==> src/sv/cpc_pkg.sv <==
// cpc_pkg: shared widths, constants, types and rounding for the converter.
// No dependencies; used by every module of polar_cartesian_converter.
package cpc_pkg;

    localparam int DATA_WIDTH    = 24;
    localparam int FRACTION_BITS = 12;
    localparam int ITERATIONS    = 16;
    localparam int GUARD         = 12;

    // datapath widths
    localparam int W      = DATA_WIDTH + GUARD + 3;
    localparam int ZW     = 34;
    localparam int ZP_W   = DATA_WIDTH + 32;
    localparam int GP_W   = DATA_WIDTH - 1 + 24;
    localparam int ZM_W   = ZW + 32;
    localparam int GAIN_SHIFT = 24;
    localparam int ANG_SHIFT  = 60 - FRACTION_BITS;

    // pipeline depth: two entry stages, one per iteration, three exit stages
    localparam int LATENCY = 2 + ITERATIONS + 3;

    localparam logic [23:0]        GAIN_Q24       = 24'd10188014;
    localparam logic signed [31:0] INV_TWO_PI_Q32 = 32'sd683565276;
    localparam logic signed [31:0] TWO_PI_Q28     = 32'sd1686629713;

    localparam logic signed [DATA_WIDTH-1:0] PI_BOUND =
        DATA_WIDTH'(36'h3243F6A88 >> (32 - FRACTION_BITS));
    localparam logic signed [DATA_WIDTH-1:0] PI_BOUND_NEG = -PI_BOUND;

    localparam logic signed [ZW-1:0] TURN_HALF        = ZW'(64'd1 << 31);
    localparam logic signed [ZW-1:0] TURN_HALF_NEG    = -TURN_HALF;
    localparam logic signed [ZW-1:0] TURN_QUARTER     = ZW'(64'd1 << 30);
    localparam logic signed [ZW-1:0] TURN_QUARTER_NEG = -TURN_QUARTER;

    localparam logic signed [W:0] SAT_HI = (W+1)'((64'sd1 <<< (DATA_WIDTH-1)) - 64'sd1);
    localparam logic signed [W:0] SAT_LO = -SAT_HI - (W+1)'(1);
    localparam logic signed [W:0] RND_HALF = (W+1)'(1) <<< (GUARD - 1);

    // arctangent steps, 2^32 units per turn
    localparam logic [31:0] ATAN_UNITS [0:31] = '{
        32'd536870912, 32'd316933406, 32'd167458907, 32'd85004756,
        32'd42667331,  32'd21354465,  32'd10679838,  32'd5340245,
        32'd2670163,   32'd1335087,   32'd667544,    32'd333772,
        32'd166886,    32'd83443,     32'd41722,     32'd20861,
        32'd10430,     32'd5215,      32'd2608,      32'd1304,
        32'd652,       32'd326,       32'd163,       32'd81,
        32'd41,        32'd20,        32'd10,        32'd5,
        32'd3,         32'd1,         32'd1,         32'd0
    };

    typedef struct packed {
        logic mode;      // 1: Cartesian to polar (vectoring)
        logic invalid;
        logic origin;
    } cpc_tag_t;

    typedef struct packed {
        logic signed [W-1:0]  x;
        logic signed [W-1:0]  y;
        logic signed [ZW-1:0] z;
    } cpc_vec_t;

    // drop guard bits rounding half up, then saturate
    function automatic logic signed [DATA_WIDTH-1:0] round_sat(input logic signed [W:0] v);
        logic signed [W:0] t;
        begin
            t = (v + RND_HALF) >>> GUARD;
            if (t > SAT_HI)
                t = SAT_HI;
            else if (t < SAT_LO)
                t = SAT_LO;
            return t[DATA_WIDTH-1:0];
        end
    endfunction

endpackage

==> src/sv/cpc_pre.sv <==
// cpc_pre: input checks, angle scaling and gain multiply, quadrant fold.
// Two register stages feeding the CORDIC core. Depends on cpc_pkg.
module cpc_pre (
    input  logic                                   clk,
    input  logic                                   rst_n,
    input  logic                                   in_valid,
    input  logic                                   command,
    input  logic signed [cpc_pkg::DATA_WIDTH-1:0]  first_value,
    input  logic signed [cpc_pkg::DATA_WIDTH-1:0]  second_value,
    output logic                                   out_valid,
    output cpc_pkg::cpc_tag_t                      out_tag,
    output cpc_pkg::cpc_vec_t                      out_vec
);
    import cpc_pkg::*;

    localparam logic signed [ZP_W-1:0] Z_HALF = ZP_W'(1) <<< (FRACTION_BITS - 1);

    logic                           s1_valid_reg;
    cpc_tag_t                       s1_tag_reg, s1_tag_next;
    logic signed [DATA_WIDTH-1:0]   s1_a_reg, s1_b_reg;
    logic signed [ZP_W-1:0]         s1_zprod_reg, s1_zprod_next;
    logic [GP_W-1:0]                s1_gprod_reg, s1_gprod_next;

    logic                           s2_valid_reg;
    cpc_tag_t                       s2_tag_reg;
    cpc_vec_t                       s2_vec_reg, s2_vec_next;

    logic signed [ZP_W-1:0]         z_round;
    logic signed [W-1:0]            x_pol;
    logic signed [ZW-1:0]           z_pol;

    // stage 1: checks and products
    always_comb
    begin
        s1_tag_next.mode    = command;
        s1_tag_next.invalid = !command && (first_value < 0 || second_value > PI_BOUND
                                           || second_value < PI_BOUND_NEG);
        s1_tag_next.origin  = command && first_value == '0 && second_value == '0;
        s1_zprod_next       = ZP_W'(second_value) * ZP_W'(INV_TWO_PI_Q32);
        s1_gprod_next       = GP_W'(first_value[DATA_WIDTH-2:0]) * GP_W'(GAIN_Q24);
    end

    always_ff @(posedge clk or negedge rst_n)
    begin
        if (!rst_n)
            s1_valid_reg <= 1'b0;
        else
            s1_valid_reg <= in_valid;
    end

    always_ff @(posedge clk)
    begin
        s1_tag_reg   <= s1_tag_next;
        s1_a_reg     <= first_value;
        s1_b_reg     <= second_value;
        s1_zprod_reg <= s1_zprod_next;
        s1_gprod_reg <= s1_gprod_next;
    end

    // stage 2: initial rotation vector
    always_comb
    begin
        z_round = (s1_zprod_reg + Z_HALF) >>> FRACTION_BITS;
        z_pol   = z_round[ZW-1:0];
        x_pol   = W'(s1_gprod_reg >> (GAIN_SHIFT - GUARD));
        if (s1_tag_reg.mode)
        begin
            s2_vec_next.x = W'(s1_a_reg) <<< GUARD;
            s2_vec_next.y = W'(s1_b_reg) <<< GUARD;
            s2_vec_next.z = '0;
            if (s1_a_reg < 0)
            begin
                s2_vec_next.x = -s2_vec_next.x;
                s2_vec_next.y = -s2_vec_next.y;
                s2_vec_next.z = (s1_b_reg >= 0) ? TURN_HALF : TURN_HALF_NEG;
            end
        end
        else
        begin
            s2_vec_next.y = '0;
            priority if (z_pol > TURN_QUARTER)
            begin
                s2_vec_next.x = -x_pol;
                s2_vec_next.z = z_pol - TURN_HALF;
            end
            else if (z_pol < TURN_QUARTER_NEG)
            begin
                s2_vec_next.x = -x_pol;
                s2_vec_next.z = z_pol + TURN_HALF;
            end
            else
            begin
                s2_vec_next.x = x_pol;
                s2_vec_next.z = z_pol;
            end
        end
    end

    always_ff @(posedge clk or negedge rst_n)
    begin
        if (!rst_n)
            s2_valid_reg <= 1'b0;
        else
            s2_valid_reg <= s1_valid_reg;
    end

    always_ff @(posedge clk)
    begin
        s2_tag_reg <= s1_tag_reg;
        s2_vec_reg <= s2_vec_next;
    end

    assign out_valid = s2_valid_reg;
    assign out_tag   = s2_tag_reg;
    assign out_vec   = s2_vec_reg;

endmodule

==> config.mk <==
export PLATFORM = sky130hd
export DESIGN_NAME = cpc_pre
export DESIGN_NICKNAME = d
export VERILOG_FILES = /design/src/sv/cpc_pkg.sv /design/src/sv/cpc_pre.sv
export SDC_FILE = /design/constraint.sdc
export NUM_CORES = 2
export LEC_CHECK = 0
export BUFFER_PORTS_ARGS = -buffer_cell sky130_fd_sc_hd__buf_2
export CORE_UTILIZATION = 54
export CTS_BUF_LIST = sky130_fd_sc_hd__clkbuf_16
export DETAILED_ROUTE_END_ITERATION = 8
export PLACE_DENSITY = 0.84
export SYNTH_ARGS = -nofsm -noshare
export SYNTH_HDL_FRONTEND = slang
export SYNTH_SLANG_ARGS = --single-unit
==> constraint.sdc <==
create_clock -name clk -period 6.4 [get_ports clk]
set_input_delay 0 -clock clk [delete_from_list [all_inputs] [get_ports clk]]
set_output_delay 0 -clock clk [all_outputs]
set_load 0.01 [all_outputs]
==> impl_metrics.csv <==
group,metric,value,unit
hold_path,hold_class,"in2reg",
cells_and_area,seq_area,4540,µm²
detailed_routing,drc,0,
setup_path,required,6.87,ns
sta,slew_violations,0,
detailed_routing,route.vias.total,22147,
global_routing,grt_pass1_wl,128000,µm
cells_and_area,final_util,61.8,%
setup_path,worstPathArrival,6.64,ns
clocking,cts_sinks,226,
global_routing,grt_max_degree,69,
detailed_routing,vias_per_cell,5.41,
hold_path,hp-start,"in_valid",
sta,fin_worst_skew,0.0180,ns
global_routing,grt_usage,29.5,%
place,dpl_cell_area,32200,µm²
yosys,synthTopCellsByCount,"inv_1 (815), ha_1 (513), fa_1 (478)",
floorplan,die_h,238,µm
sta,timing.slew.headroom,24.7,%
clocking,numCtsBuffers,25,
setup_path,critPathKind,"in2reg",
place,place_congestion,1.04,
yosys,synth-main-ff-cell,"dfxtp_1",
floorplan,fp.dieArea,56500,µm²
place,port_buffers,155,
clocking,cts_max_level,1,
yosys,synth.ff_latch_count,226,
cells_and_area,syn2layout_area_growth,12.1,%
job,maxCapViolations,0,
clocking,cts-root-buf,"clkbuf_16",
cells_and_area,n_fill_cell,4222,
detailed_routing,ant_nets,0,
global_routing,grt_overflow,0,
yosys,syn_inst,3040,
yosys,yosysWarningCount,0,
clocking,worst_skew_pair.late_latency,0.55,ns
setup_path,worstSetupStartpointType,"input pin",
place,hpwl,68200,µm
yosys,synth_most_common_cell,"inv_1",
clocking,cts_tree,"yes",
setup_path,crit_path_end_kind,"register",
detailed_routing,drtIter0Drc,1491,
sta,finalHoldViolCount,0,
cells_and_area,largest_reg_flops,100,
clocking,cts_buffer_depth,3,
yosys,synth-async-reset-ratio,0.885,%
sta,setup_viol,0,
cells_and_area,drive_above_1_share,10.1,%
sta,finalCritPeriodShare,96.5,%
sta,worstMarginPinSlew,1.13,ns
setup_path,r2r.worst_path.cells,10,
hold_path,hold_path_depth,2,
setup_path,worstReg2RegStart,"s1_zprod_reg[15]",
yosys,synthTopCellsByArea,"fa_1 (32%), ha_1 (21%), dfxtp_1 (15%)",
yosys,synth_seq_area_share,15.1,%
status,status,"complete, no violations",
sta,timing.fmax,162,MHz
yosys,syn_area,30000,µm²
floorplan,fp.dieW,238,µm
detailed_routing,wl_per_cell,19.8,µm
yosys,syn_area_per_cell,9.86,µm²
clocking,path_clk_slew,0.06,ns
setup_path,cp_max_fo,2,
floorplan,coreArea,54300,µm²
setup_path,startpoint,"second_value[8]",
global_routing,antenna_found_initial,3,
yosys,synth_top_area_cell,"fa_1",
floorplan,std_cell_rows,85,
detailed_routing,wirelength,80900,µm
floorplan,start_util,55.2,%
sta,hold-worst-slack,0.128,ns
yosys,synth_edf_count,0,
yosys,synth.distinct_cells,83,
sta,period_needed,6.17,ns
floorplan,io_pins,168,
yosys,synth_top_area_share,31.9,%
cells_and_area,multiInputGateArea,22200,µm²
global_routing,grt_pass1_vias,23342,
detailed_routing,dr.pass1.iters,5,
cells_and_area,nets,4378,
cells_and_area,final_cell_area,33600,µm²
-- final timing paths --
path / to / slack [ns]
setup / recovery: s1_zprod_reg[45] / 0.23
hold / removal: s1_valid_reg / 0.13
setup reg to reg: out_vec[92] / 1.85
hold reg to reg: out_tag[1] / 0.34
max in group asynchronous: out_valid / 5.97
min in group asynchronous: s1_valid_reg / 0.31
-- layout by cell type (no fill, tap or decap), drive strengths merged, types with 19 or more instances in the layout --
| cell type | n |
|---|---|
| inv | 823 |
| ha | 513 |
| fa | 478 |
| buf | 250 |
| dfxtp | 224 |
| xnor2 | 111 |
| nor2 | 104 |
| nand2 | 98 |
| a21oi | 75 |
| o21ai | 72 |
| xor2 | 59 |
| dlygate4sd3 | 52 |
| nand3 | 46 |
| a21o | 35 |
| nor3 | 33 |
| nand4 | 30 |
| and2 | 29 |
| clkbuf | 27 |
| nor2b | 25 |
| nand2b | 21 |
| nor4 | 21 |
| o31ai | 19 |
-- logic make-up (layout without fill, tap and decap cells) --
| logic type | after synthesis | count (layout) | synth area share, % |
|---|---|---|---|
| flip-flops | 226 | 226 | 15.1 |
| other | 1 | 13 | 0.0125 |
| AO/OA/AOI/OAI | 301 | 301 | 6.72 |
| buffers and inverters | 862 | 1163 | 11.0 |
| XOR/XNOR | 170 | 170 | 4.97 |
| adder cells (fa/ha/maj) | 991 | 991 | 53.3 |
| multiplexers | 15 | 15 | 0.534 |
| AND/OR/NAND/NOR | 474 | 474 | 8.26 |
-- final cells by class --
type,instances,area share (%)
Sequential cell,226,13.5
Timing Repair Buffer,304,6.08
Tap cell,739,2.75
Antenna cell,1,0.00745
Multi-Input combinational cell,1963,66.2
Inverter,815,9.10
Clock inverter,19,0.492
Clock buffer,25,1.86
-- critical path: stages --
cell	delay, ns
dlygate4sd3_1	0.55
buf_2	0.15
fa_1	0.57
inv_2	0.06
fa_1	0.41
inv_1	0.10
fa_1	0.45
fa_1	0.54
fa_1	0.45
fa_1	0.57
inv_1	0.06
fa_1	0.53
inv_1	0.05
ha_1	0.31
and4_1	0.23
and2_1	0.16
a221oi_2	0.23
o21ai_2	0.11
o211ai_1	0.30
a21oi_2	0.12
a21oi_2	0.19
o211ai_1	0.14
a21oi_1	0.20
xnor2_1	0.15
-- timing repair --
item | in CTS | in global routing
endpoints found under the hold margin | 54 | 0
gates resized for setup | 0 | 23
setup endpoints to repair | 0 | 23
setup buffers | 0 | 1
hold buffers | 52 | 0
-- per-layer routing --
metal / up-vias / wire, µm / track usage (%)
met5: - / 13 / 0
met2: 1039 / 35200 / 45.4
met4: 2 / 4250 / 13.2
met1: 10784 / 34100 / 39.9
li1: 10086 / - / -
met3: 236 / 7290 / 6.48
-- metrics by stage --
step	cells	setup TNS, ns	worst slack, ns
final	4092	0	0.227
after floorplan	3051	0	0.242
after CTS	4090	0	0.0109
after global placement	3994	-0.960	-0.126
after detailed placement	3994	-2.14	-0.215
after global routing	4091	-0.126	-0.0397
Power is not shown: default switching activity piles up to over one toggle a cycle in this logic, so the estimate is an artifact.
