`config.mk`:
```
export PLATFORM = sky130hd
export DESIGN_NAME = cpc_post
export DESIGN_NICKNAME = d
export VERILOG_FILES = /design/src/sv/cpc_pkg.sv /design/src/sv/cpc_post.sv
export SDC_FILE = /design/constraint.sdc
export NUM_CORES = 2
export LEC_CHECK = 0
export CORE_UTILIZATION = 60
export DETAILED_ROUTE_END_ITERATION = 8
export DONT_BUFFER_PORTS = 1
export GPL_TIMING_DRIVEN = 0
export HOLD_SLACK_MARGIN = 0.08
export PLACE_DENSITY = 0.75
export SLEW_MARGIN = 25
export SYNTH_ARGS = -nofsm -noshare
export SYNTH_HDL_FRONTEND = slang
export SYNTH_SLANG_ARGS = --single-unit
```
`constraint.sdc`:
```
create_clock -name clk -period 6.15 [get_ports clk]
set_input_delay 0.9225 -clock clk [delete_from_list [all_inputs] [get_ports clk]]
set_output_delay 0.9225 -clock clk [all_outputs]
set_load 0.005 [all_outputs]
```
`src/sv/cpc_pkg.sv`:
```
// cpc_pkg: shared widths, constants, types and rounding for the converter.
// No dependencies; used by every module of polar_cartesian_converter.
package cpc_pkg;

    localparam int DATA_WIDTH    = 24;
    localparam int FRACTION_BITS = 12;
    localparam int ITERATIONS    = 16;
    localparam int GUARD         = 12;

    // datapath widths
    localparam int W      = DATA_WIDTH + GUARD + 3;
    localparam int ZW     = 34;
    localparam int ZP_W   = DATA_WIDTH + 32;
    localparam int GP_W   = DATA_WIDTH - 1 + 24;
    localparam int ZM_W   = ZW + 32;
    localparam int GAIN_SHIFT = 24;
    localparam int ANG_SHIFT  = 60 - FRACTION_BITS;

    // pipeline depth: two entry stages, one per iteration, three exit stages
    localparam int LATENCY = 2 + ITERATIONS + 3;

    localparam logic [23:0]        GAIN_Q24       = 24'd10188014;
    localparam logic signed [31:0] INV_TWO_PI_Q32 = 32'sd683565276;
    localparam logic signed [31:0] TWO_PI_Q28     = 32'sd1686629713;

    localparam logic signed [DATA_WIDTH-1:0] PI_BOUND =
        DATA_WIDTH'(36'h3243F6A88 >> (32 - FRACTION_BITS));
    localparam logic signed [DATA_WIDTH-1:0] PI_BOUND_NEG = -PI_BOUND;

    localparam logic signed [ZW-1:0] TURN_HALF        = ZW'(64'd1 << 31);
    localparam logic signed [ZW-1:0] TURN_HALF_NEG    = -TURN_HALF;
    localparam logic signed [ZW-1:0] TURN_QUARTER     = ZW'(64'd1 << 30);
    localparam logic signed [ZW-1:0] TURN_QUARTER_NEG = -TURN_QUARTER;

    localparam logic signed [W:0] SAT_HI = (W+1)'((64'sd1 <<< (DATA_WIDTH-1)) - 64'sd1);
    localparam logic signed [W:0] SAT_LO = -SAT_HI - (W+1)'(1);
    localparam logic signed [W:0] RND_HALF = (W+1)'(1) <<< (GUARD - 1);

    // arctangent steps, 2^32 units per turn
    localparam logic [31:0] ATAN_UNITS [0:31] = '{
        32'd536870912, 32'd316933406, 32'd167458907, 32'd85004756,
        32'd42667331,  32'd21354465,  32'd10679838,  32'd5340245,
        32'd2670163,   32'd1335087,   32'd667544,    32'd333772,
        32'd166886,    32'd83443,     32'd41722,     32'd20861,
        32'd10430,     32'd5215,      32'd2608,      32'd1304,
        32'd652,       32'd326,       32'd163,       32'd81,
        32'd41,        32'd20,        32'd10,        32'd5,
        32'd3,         32'd1,         32'd1,         32'd0
    };

    typedef struct packed {
        logic mode;      // 1: Cartesian to polar (vectoring)
        logic invalid;
        logic origin;
    } cpc_tag_t;

    typedef struct packed {
        logic signed [W-1:0]  x;
        logic signed [W-1:0]  y;
        logic signed [ZW-1:0] z;
    } cpc_vec_t;

    // drop guard bits rounding half up, then saturate
    function automatic logic signed [DATA_WIDTH-1:0] round_sat(input logic signed [W:0] v);
        logic signed [W:0] t;
        begin
            t = (v + RND_HALF) >>> GUARD;
            if (t > SAT_HI)
                t = SAT_HI;
            else if (t < SAT_LO)
                t = SAT_LO;
            return t[DATA_WIDTH-1:0];
        end
    endfunction

endpackage

```
`src/sv/cpc_post.sv`:
```
// cpc_post: gain correction, angle to radians, rounding and saturation.
// Three register stages ending in the output registers. Depends on cpc_pkg.
module cpc_post (
    input  logic                                   clk,
    input  logic                                   rst_n,
    input  logic                                   in_valid,
    input  cpc_pkg::cpc_tag_t                      in_tag,
    input  cpc_pkg::cpc_vec_t                      in_vec,
    output logic                                   done,
    output logic signed [cpc_pkg::DATA_WIDTH-1:0]  first_result,
    output logic signed [cpc_pkg::DATA_WIDTH-1:0]  second_result,
    output logic                                   invalid_polar
);
    import cpc_pkg::*;

    localparam logic signed [ZM_W-1:0] ANG_HALF = ZM_W'(1) <<< (ANG_SHIFT - 1);

    logic                          p1_valid_reg;
    cpc_tag_t                      p1_tag_reg;
    logic signed [W-1:0]           p1_x_reg, p1_y_reg;
    logic signed [ZM_W-1:0]        p1_zmul_reg, p1_zmul_next;
    logic [W-1:0]                  p1_hp_reg, p1_hp_next;
    logic [2*GAIN_SHIFT-1:0]       p1_lp_reg, p1_lp_next;
    logic signed [ZW-1:0]          z_clamp;
    logic [W-1:0]                  x_u;

    logic                          p2_valid_reg;
    cpc_tag_t                      p2_tag_reg;
    logic signed [W:0]             p2_v1_reg, p2_v1_next;
    logic signed [W-1:0]           p2_v2_reg;
    logic signed [DATA_WIDTH-1:0]  p2_ang_reg, p2_ang_next;
    logic [W:0]                    mag;
    logic signed [ZM_W-1:0]        ang_full;

    logic                          done_reg;
    logic signed [DATA_WIDTH-1:0]  first_reg, first_next;
    logic signed [DATA_WIDTH-1:0]  second_reg, second_next;
    logic                          invalid_reg;

    // P1: clamp and scale angle, split gain multiply
    always_comb
    begin
        priority if (in_vec.z > TURN_HALF)
            z_clamp = TURN_HALF;
        else if (in_vec.z < TURN_HALF_NEG)
            z_clamp = TURN_HALF_NEG;
        else
            z_clamp = in_vec.z;
        p1_zmul_next = ZM_W'(z_clamp) * ZM_W'(TWO_PI_Q28);
        x_u          = in_vec.x;
        p1_hp_next   = W'(x_u[W-1:GAIN_SHIFT]) * W'(GAIN_Q24);
        p1_lp_next   = (2*GAIN_SHIFT)'(x_u[GAIN_SHIFT-1:0]) * (2*GAIN_SHIFT)'(GAIN_Q24);
    end

    always_ff @(posedge clk or negedge rst_n)
    begin
        if (!rst_n)
            p1_valid_reg <= 1'b0;
        else
            p1_valid_reg <= in_valid;
    end

    always_ff @(posedge clk)
    begin
        p1_tag_reg  <= in_tag;
        p1_x_reg    <= in_vec.x;
        p1_y_reg    <= in_vec.y;
        p1_zmul_reg <= p1_zmul_next;
        p1_hp_reg   <= p1_hp_next;
        p1_lp_reg   <= p1_lp_next;
    end

    // P2: finish magnitude, radians
    always_comb
    begin
        mag         = (W+1)'(p1_hp_reg) + (W+1)'(p1_lp_reg >> GAIN_SHIFT);
        p2_v1_next  = p1_tag_reg.mode ? $signed(mag) : (W+1)'(p1_x_reg);
        ang_full    = (p1_zmul_reg + ANG_HALF) >>> ANG_SHIFT;
        p2_ang_next = ang_full[DATA_WIDTH-1:0];
    end

    always_ff @(posedge clk or negedge rst_n)
    begin
        if (!rst_n)
            p2_valid_reg <= 1'b0;
        else
            p2_valid_reg <= p1_valid_reg;
    end

    always_ff @(posedge clk)
    begin
        p2_tag_reg <= p1_tag_reg;
        p2_v1_reg  <= p2_v1_next;
        p2_v2_reg  <= p1_y_reg;
        p2_ang_reg <= p2_ang_next;
    end

    // P3: round, saturate, force zero on rejected polar input and origin
    always_comb
    begin
        if (p2_tag_reg.invalid || p2_tag_reg.origin)
        begin
            first_next  = '0;
            second_next = '0;
        end
        else
        begin
            first_next  = round_sat(p2_v1_reg);
            second_next = p2_tag_reg.mode ? p2_ang_reg : round_sat((W+1)'(p2_v2_reg));
        end
    end

    always_ff @(posedge clk or negedge rst_n)
    begin
        if (!rst_n)
            done_reg <= 1'b0;
        else
            done_reg <= p2_valid_reg;
    end

    always_ff @(posedge clk)
    begin
        first_reg   <= first_next;
        second_reg  <= second_next;
        invalid_reg <= p2_tag_reg.invalid;
    end

    assign done          = done_reg;
    assign first_result  = first_reg;
    assign second_result = second_reg;
    assign invalid_polar = invalid_reg;

endmodule

```
==> results.toml <==
[global_routing]
grt_pass1_wl_um = 169000
met1_usage_pct = 37.5
overflow = 0
grt_use_met3_pct = 5.18
grt_pass1_vias = 32600
grt.busiest_layer = "met2"
grt_max_degree = 23
grt_use_met2_pct = 48.9
grt_util_all_layers_pct = 28.8
antenna_found_initial = 1

[timing]
tightest_slew_ns = 0.931
maxSlewHeadroom_pct = 37.6
finClkSkew_ns = 0.0159
finalHoldViolCount = 0
fmax_ghz = 0.115
fin_hold_ws_ns = 0.324
setup_violations = 32
slew_viol_final = 0
finalCritPeriodShare_pct = 141
fin_tns_setup_ns = -45.00
rsz0062_at_grt = "true"
worst_slack_ns = -2.53
period_needed_ns = 8.68

[place]
gp_congestion = 0.945
portBuffers = 0
dp_hpwl_um = 86500
place_ws_ns = -4.26

[finish]
fin_util_pct = 68.8
layout-drive-gt1-share_pct = 12.7
largest_reg_flops = 37
mostFrequentLayoutCell = "inv_1"
antenna_cells = 0
layout.nets = 6393
area_delta_synth_final_pct = 13.0
layout_common_cells = "1310 x inv_1, 809 x fa_1, 685 x ha_1, 265 x dfxtp_1, 133 x nor2_1"

[synth]
synth-seq-cells = 268
yosys_warnings = 0
syn_inst = 4471
ys_seq_area_share_pct = 12.1
syn_area_um2 = 44600
synth_edf_count = 0
synth_cell_type_count = 79
postSynth.asyncResetShare_pct = 1.12
synth.avg_cell_area_um2 = 9.98
ys.flop_type = "dfxtp_1"
synth_nets = 6198

[critical_path]
crit_top_cell = "fa_1"
worstSetupEndpointType = "flip-flop"
reg2reg_depth = 11
cp-startpoint = "in_vec[5]"
crit_fanout = 5
worstPathArrival_ns = 9.09
slowest_delay_ns = 0.54
rrSetupSlack_ns = 2.92
start_kind = "input port"
critical_path.endpoint = "p1_zmul_reg[65]"
required_ns = 6.55
reg2reg_from = "p1_hp_reg[2]"
worstSetupPathType = "input port to flip-flop"
r2r-end = "p2_v1_reg[38]"
crit_slowest_cell = "fa_1"

[outcome]
run_status = "complete, but fails checks"
violations = "design-rule violations, negative setup slack"

[floorplan]
initial_core_util_pct = 60.9
io_pins = 168
rows = 99
core_um2 = 73200
die-area_um2 = 75400
die_y_um = 275
die_w_um = 275

[clock_network]
clk_pin_slew_ns = 0.06
cts_buffer_depth = 3
cts_num_sinks = 268
tritoncts = "done"
root_buffer = "clkbuf_16"
clock_latency_ns = 0.55
cts-buffers-inserted = 27
h-tree-depth = 1

[drt]
first_iter_violations = 2088
vias_per_cell = 5.46
wirelength_um = 111000
post-route-drc-count = 5
via_count = 30800
wl_per_cell_um = 19.6
first_pass_iters = 8
ant_nets = 0

[run]
drv_cap = 0

[hold_path]
hp-class = "flip-flop to flip-flop"
==> worst min path at each step <==
stage / slack, ns / to / startpoint / cells past startpoint
2_1_floorplan: 0.31 / p2_tag_reg[0] / p1_tag_reg[0] / 0
3_3_place_gp: 0.31 / p2_v2_reg[25] / p1_y_reg[25] / 0
3_5_place_dp: 0.31 / p2_v2_reg[24] / p1_y_reg[24] / 0
4_1_cts: 0.33 / p2_v2_reg[28] / p1_y_reg[28] / 0
5_1_grt: 0.33 / p2_v2_reg[27] / p1_y_reg[27] / 0
6_report: 0.32 / p2_v2_reg[11] / p1_y_reg[11] / 0
==> cell usage after synthesis, types with 9 or more instances <==
cell type	instances	area, um2
a211oi_1	10	75.1
a21o_1	88	661
a21oi_1	121	606
a31o_2	12	105
and2_1	20	125
and3_1	31	194
clkbuf_1	27	101
dfxtp_1	265	5310
fa_1	845	16900
ha_1	764	9560
inv_1	1392	5230
mux2_2	9	101
nand2_1	115	432
nand2b_1	18	113
nand3_1	55	275
nand4_1	36	225
nor2_1	138	518
nor2b_1	20	125
nor3_1	22	110
nor4_1	10	62.6
o21a_1	12	90.1
o21ai_0	81	405
o21bai_1	12	90.1
o22ai_1	16	100
or3_1	9	56.3
xnor2_1	128	1120
xor2_1	84	736
==> cell type report <==
class                   instances  area (um2)
multi-input cells            2775       35800
inverters                    1394        5400
clock buffers                  37         763
flip-flops and latches        268        5380
fillers                      5220       22800
plain buffers                  33         297
repair buffers                167        1490
clock inverters                13        96.3
well taps                     959        1200
==> kinds of logic after synthesis <==
| group | after synthesis | share of synthesized area, % |
|---|---|---|
| compound gates | 436 | 6.49 |
| xor+xnor | 212 | 4.16 |
| fa+ha+maj | 1609 | 59.4 |
| buf+inv | 1428 | 12.0 |
| flops | 268 | 12.1 |
| mux | 13 | 0.317 |
| simple gates | 505 | 5.57 |
==> metal layers <==
layer	wire length, um	share of wire (%)
met4	4940	4.5
met1	44000	40
met3	7920	7.2
met5	11	0.010
met2	53600	49
==> worst max-delay path: cells and delay by family <==
kind | cells | cell delay [ns]
buffers and inverters | 10 | 1.05
and+or+nand+nor | 4 | 0.88
adders and majority gates | 9 | 3.71
AOI/OAI and AO/OA | 11 | 2.29
xor gates and xnor gates | 2 | 0.23
==> what timing repair did <==
| action | 4_1_cts | 5_1_grt |
|---|---|---|
| setup endpoints to repair | 32 | 37 |
| hold buffers | 1 | 0 |
| endpoints found under the hold margin | 3 | 0 |
| pin swaps | 132 | 166 |
| gates cloned | 5 | 0 |
| resized for setup | 227 | 165 |
| setup buffers | 119 | 45 |
==> stage by stage <==
| stage | instance area [um2] | std cells |
|---|---|---|
| 2_1_floorplan | 45200 | 4471 |
| 3_3_place_gp | 46400 | 5430 |
| 5_1_grt | 50400 | 5646 |
| 4_1_cts | 49400 | 5603 |
| 3_5_place_dp | 46400 | 5430 |
| 6_report | 50400 | 5646 |
Power is not shown: default switching activity piles up to over one toggle a cycle in this logic, so the estimate is an artifact.
